File: config.mk
export PLATFORM = sky130hd
export DESIGN_NAME = hvt_sat
export DESIGN_NICKNAME = d
export VERILOG_FILES = /design/src/hw/rtl/homogeneous_vertex_transform_core_defines.svh /design/src/hw/rtl/hvt_pkg.sv /design/src/hw/rtl/hvt_sat.sv
export SDC_FILE = /design/constraint.sdc
export NUM_CORES = 1
export LEC_CHECK = 0
export ABC_CLOCK_PERIOD_IN_PS = 2300
export BUFFER_PORTS_ARGS = -buffer_cell sky130_fd_sc_hd__buf_2
export CAP_MARGIN = 10
export CORE_AREA = 2 2 204 206
export DETAILED_ROUTE_END_ITERATION = 8
export DIE_AREA = 0 0 206 208
export GPL_TIMING_DRIVEN = 0
export PLACE_DENSITY = 0.42
export SLEW_MARGIN = 20
export SYNTH_ARGS = -nofsm -noshare
export SYNTH_HDL_FRONTEND = slang
export SYNTH_SLANG_ARGS = --single-unit
File: constraint.sdc
create_clock -name clk -period 2.3 [get_ports clk]
set_input_delay 0.23 -clock clk [delete_from_list [all_inputs] [get_ports clk]]
set_output_delay 0.23 -clock clk [all_outputs]
set_load 0.03 [all_outputs]
File: src/hw/rtl/homogeneous_vertex_transform_core_defines.svh
// Assertion macros for the homogeneous vertex transform core.
// Used by the top level only; the bodies are empty when SYNTH is defined.
`ifndef HOMOGENEOUS_VERTEX_TRANSFORM_CORE_DEFINES_SVH
`define HOMOGENEOUS_VERTEX_TRANSFORM_CORE_DEFINES_SVH

`ifndef SYNTH
`define HVT_ASSERT_IMPLIES(lbl, ante, cons) \
  lbl: assert property (@(posedge clk) disable iff (!rst_n) (ante) |-> (cons)) \
    else $error("assertion failed");
`define HVT_ASSERT_DELAY(lbl, ante, dly, cons) \
  lbl: assert property (@(posedge clk) disable iff (!rst_n) (ante) |-> ##(dly) (cons)) \
    else $error("assertion failed");
`else
`define HVT_ASSERT_IMPLIES(lbl, ante, cons)
`define HVT_ASSERT_DELAY(lbl, ante, dly, cons)
`endif

`endif

File: src/hw/rtl/hvt_pkg.sv
// Package for the homogeneous vertex transform core: widths, item types and the
// bus that runs between the column cells. No dependencies.
`default_nettype none

package hvt_pkg;

  localparam int COEF_W    = 32;
  localparam int CFG_W     = 2 * COEF_W;
  localparam int NUM_ROWS  = 4;
  localparam int NUM_COLS  = 4;
  localparam int ROW_W     = 2;
  localparam int COL_W     = 2;
  localparam int CFG_IDX_W = 3;
  localparam int PROD_W    = 2 * COEF_W;
  localparam int ACC_W     = PROD_W + 2;
  localparam int FRAC_BITS = 16;
  localparam int SH_W      = ACC_W - FRAC_BITS;
  localparam int PIPE_LAT  = 2 * NUM_COLS + 1;

  localparam logic signed [COEF_W-1:0] COEF_ONE = COEF_W'(65536);
  localparam logic signed [COEF_W-1:0] SAT_MAX  = {1'b0, {(COEF_W-1){1'b1}}};
  localparam logic signed [COEF_W-1:0] SAT_MIN  = {1'b1, {(COEF_W-1){1'b0}}};

  typedef logic signed [ACC_W-1:0] acc_t;

  typedef struct packed {
    logic signed [COEF_W-1:0] in_x;
    logic signed [COEF_W-1:0] in_y;
    logic signed [COEF_W-1:0] in_z;
    logic signed [COEF_W-1:0] in_w;
  } in_item_t;

  typedef struct packed {
    logic signed [COEF_W-1:0] out_x;
    logic signed [COEF_W-1:0] out_y;
    logic signed [COEF_W-1:0] out_z;
    logic signed [COEF_W-1:0] out_w;
    logic                     overflow;
  } out_item_t;

  typedef struct packed {
    logic                      valid;
    in_item_t                  vec;
    acc_t [NUM_ROWS-1:0]       psum;
  } cell_bus_t;

endpackage

`default_nettype wire

File: src/hw/rtl/hvt_sat.sv
// Output stage: drops the fraction bits of each row sum, saturates to 32 bits and
// registers the result item with its strobe. Depends on hvt_pkg.
`default_nettype none

module hvt_sat (
  input  wire logic               clk,
  input  wire logic               rst_n,
  input  wire hvt_pkg::cell_bus_t bus_in,
  output logic                    out_valid,
  output hvt_pkg::out_item_t      out_item
);

  logic signed [hvt_pkg::SH_W-1:0]   sh;
  logic signed [hvt_pkg::COEF_W-1:0] res [hvt_pkg::NUM_ROWS];
  logic                              ovf_nxt;
  hvt_pkg::out_item_t                item_nxt;
  hvt_pkg::out_item_t                out_item_r;
  logic                              out_valid_r;

  always_comb begin
    ovf_nxt = 1'b0;
    sh      = '0;
    for (int r = 0; r < hvt_pkg::NUM_ROWS; r++) begin
      sh = $signed(bus_in.psum[r][hvt_pkg::ACC_W-1:hvt_pkg::FRAC_BITS]);
      if ((sh[hvt_pkg::SH_W-1:hvt_pkg::COEF_W-1] == '0) ||
          (sh[hvt_pkg::SH_W-1:hvt_pkg::COEF_W-1] == '1)) begin
        res[r] = sh[hvt_pkg::COEF_W-1:0];
      end else begin
        res[r]  = sh[hvt_pkg::SH_W-1] ? hvt_pkg::SAT_MIN : hvt_pkg::SAT_MAX;
        ovf_nxt = 1'b1;
      end
    end
    item_nxt.out_x    = res[0];
    item_nxt.out_y    = res[1];
    item_nxt.out_z    = res[2];
    item_nxt.out_w    = res[3];
    item_nxt.overflow = ovf_nxt;
  end

  always_ff @(posedge clk) begin
    if (!rst_n) begin
      out_valid_r <= 1'b0;
    end else begin
      out_valid_r <= bus_in.valid;
    end
  end

  always_ff @(posedge clk) begin
    out_item_r <= item_nxt;
  end

  assign out_valid = out_valid_r;
  assign out_item  = out_item_r;

endmodule

`default_nettype wire

Word-level counts from Yosys, hierarchy flattened
Cells that the tools add are included.
Word-level totals
  output and inout port bits: 130
  register bits after elaboration: 130
  input port bits: 395
  word-level logic and storage cells: 28
Cells by class
  mux-type cells: 9
  equal/unequal tests: 4
  reductions and logical operators: 9
Operator list (count)
  two-way mux 32 bit: 8
  == test 19 bit, second input constant: 4
  zero test 19 bit: 4
  logical OR 1 bit: 4
  AND reduction 3 bit: 1
  two-way mux 1 bit: 1

Logic depth before layout (Yosys ltp)
  depth after elaboration: 3
  mapped depth: 6

Worst setup path before layout
Ideal clock, no wire load.
  path type: input -> register
  from: input port bus_in[255] (netlist name)
  to: register out_item_r, in the netlist out_item[22]
  cell stages on the path: 6
  arrival time: 1.273 ns
  buffers on the path: 1
  slack: 0.912 ns
  library setup time: 0.115 ns
  cells stage by stage: nor4_1 > nand4_1 > nor4_2 > a311oi_2 > buf_6 > a21o_2
RTL lines
  start: declaration: RTL line hvt_sat.sv:8  | input wire hvt_pkg::cell_bus_t bus_in,
  end signal: assignment: RTL line hvt_sat.sv:49  | out_item_r <= item_nxt;
  end: declaration: RTL line hvt_sat.sv:17  | hvt_pkg::out_item_t out_item_r;

Worst setup path after layout
  from: input port bus_in[181] (netlist name)
  to: register out_item_r, in the netlist out_item[0]
On the way
  longest elaborated chain between the ends: 3
RTL lines
  == test 19 bit or zero test 19 bit (tied branches): RTL line hvt_sat.sv:26, hvt_sat.sv:25
  logical OR 1 bit (*): RTL line hvt_sat.sv:25  | if ((sh[hvt_pkg::SH_W-1:hvt_pkg::COEF_W-1] == '0) ||
  AND reduction 3 bit (no source line) (*)
Mark *: on every way between the ends. The rest lies on a longest branch, timed or not.
A chain may end at the register's enable or synchronous reset.

==> run_results.csv <==
group,metric,value,unit
cells_and_area,regArea,2600,µm²
cells_and_area,multiInputGateArea,1460,µm²
power,power_leakage,0.00417,µW
yosys,synth_top_area_share,60.1,%
power,power.total,6140,µW
sta,setup_viol,0,
floorplan,dieWidth,206,µm
global_routing,grt_usage,8.89,%
routing,drc_errors,0,
sta,period_needed,1720,ps
sta,worst_pin_slew,666,ps
placed_design,dpl.hpwl,15000,µm
worst_setup_path,critPathCaptureType,"register",
floorplan,coreArea,40600,µm²
floorplan,std_cell_rows,74,
worst_setup_path,crit_required,2610,ps
cells_and_area,drive_gt1_share,59.0,%
cells_and_area,fillers,4438,
cells_and_area,fin_nets,1199,
cells_and_area,areaGrowthSynthToFinish,93.2,%
outcome,status,"finished clean",
yosys,avgSynthCellArea,12.7,µm²
routing,vias_per_cell,3.31,
yosys,synth_nets,737,
min_path,hold_class,"input port to register",
routing,postRouteAntennaNets,0,
yosys,synth_edf_count,0,
yosys,synth_top_flop_cell,"dfxtp_1",
global_routing,grt_pass1_vias,4750,
worst_setup_path,slowest_delay,600,ps
global_routing,grt_max_degree,17,
worst_setup_path,path_class,"input port to register",
yosys,async_flop_share,0,%
sta,post-route-period-util,74.6,%
power,switching_share,27.8,%
yosys,synth_common_cells,"130 x dfxtp_1, 85 x a21o_2, 39 x a21o_1",
floorplan,io_pins,525,
worst_setup_path,cp.arrival,2020,ps
yosys,synth_area_leaders,"dfxtp_1 60%, a21o_2 17%, a21o_1 6.8%",
worst_setup_path,crit_top_cell,"nand4_1",
worst_setup_path,path_cells,"buf_2, nor4_1, nand4_1, nor4_2, a31o_2, buf_6, nand4_1",
yosys,yosysTopAreaCell,"dfxtp_1",
floorplan,initial_core_util,10.7,%
power,p_sw,1710,µW
power,pwr-share-comb,15.1,%
worst_setup_path,cp-start-kind,"input port",
power,pwr-share-clk,45.8,%
clocking,numCtsBuffers,17,
routing,wirelength,19500,µm
floorplan,die-area,42800,µm²
placed_design,port_buffers,332,
worst_setup_path,path_delay_family,"simple AND/OR/NAND/NOR gates",
routing,drt_iter0_markers,130,
yosys,synth-seq-cells,130,
placed_design,gp_congestion,0.788,
global_routing,grt_pass1_wl,27600,µm
clocking,ctsResizeCount,0,
power,power.density,733,nW/µm²
clocking,cts_root_buf,"clkbuf_16",
sta,fmax,0.583,GHz
yosys,ys_seq_area_share,60.1,%
global_routing,antenna_found_initial,1,
sta,hold_viol,0,
sta,whs,35.6,ps
worst_setup_path,slowest_stage,"nor4_1",
sta,slew-limit-headroom,55.2,%
clocking,numClockSinks,130,
global_routing,grt.overflow.total,0,
power,intPower,4430,µW
yosys,syn_inst,342,
power,ir_drop,0.621,mV
routing,drt_first_pass_iters,4,
worst_setup_path,worst-path-max-fanout,10,
routing,wire_per_inst,14.4,µm
yosys,ys_types,17,
clocking,clk_pin_slew,60,ps
floorplan,die_h,208,µm
cells_and_area,layoutNonFillerInstCount,1350,
placed_design,dp_cells,1206,
yosys,synth_most_common_cell,"dfxtp_1",
power,seq_power_share,39.1,%
sta,rsz0062_at_grt,"false",
worst_setup_path,critPathBufInv,2,
cells_and_area,fin_util,20.6,%
sta,finalSetupTns,0,ps
clocking,cts_tree,"built",
clocking,clockBufferDepth,2,
run,maxCapViolCount,0,
yosys,ys_warn_count,0,
sta,maxSlewViolCount,0,
clocking,cts_max_level,4,
yosys,synth_area,4330,µm²
routing,vias,4470,
power by group through the flow:
stage	Sequential, µW	Combinational, µW	Clock (µW)
floorplan	2700	153	0
global placement	2450	786	0
detailed placement	2450	787	0
CTS	2400	941	2960
global route	2410	995	3050
finish	2400	927	2810
cell type report:
cell class | count | area share [%]
clock inverter | 15 | 2.03
antenna | 1 | 0.0299
buffer | 28 | 3.26
tap | 532 | 7.95
multi-input combinational | 184 | 17.4
timing repair buffer | 443 | 33.1
clock buffer | 17 | 5.08
sequential | 130 | 31.1
path summary, 6_finish.rpt:
| kind | start | endpoint | cells past startpoint |
|---|---|---|---|
| max | bus_in[181] | out_item[0] | 7 |
| min | bus_in[170] | out_item[55] | 2 |
sequential cells by signal, summed over array words and instances (netlist names):
| signal | flops |
|---|---|
| out_valid | 1 |
| out_item | 129 |
per-stage QoR:
stage	worst slack (ps)	cell area [µm²]
2_1_floorplan	912	4330
3_3_place_gp	51.0	6660
3_5_place_dp	10.3	6660
4_1_cts	500	8370
5_1_grt	465	8370
6_report	584	8370
layout by cell type, fill, tap and decap left out, drive strengths merged:
| cell type | instances |
|---|---|
| a41o | 1 |
| nor4 | 21 |
| a21o | 124 |
| and2 | 1 |
| bufinv | 2 |
| clkinvlp | 1 |
| inv | 7 |
| nor2 | 7 |
| and3 | 3 |
| nand4 | 21 |
| dlygate4sd3 | 114 |
| buf | 355 |
| clkbuf | 19 |
| a311oi | 3 |
| clkinv | 5 |
| dfxtp | 130 |
| diode | 1 |
| a31o | 3 |
kinds of logic after synthesis:
| logic type | count (synthesis) | synth area share (%) |
|---|---|---|
| flops | 130 | 60.1 |
| compound gates | 131 | 25.8 |
| simple gates | 53 | 7.83 |
| buf+inv | 28 | 6.30 |
metal layers:
metal	vias to the layer above	track usage, %	wire length, µm
met5	-	0	0
met1	2033	9.42	7880
met4	0	2.66	307
met2	241	15.0	8980
met3	17	4.97	2310
li1	2179	-	-
what timing repair did:
| action | 4_1_cts | 5_1_grt |
|---|---|---|
| endpoints found under the hold margin | 110 | 0 |
| hold buffers | 111 | 0 |
| setup buffers | 0 | 0 |
No activity file was read; power rests on OpenSTA's default activity.
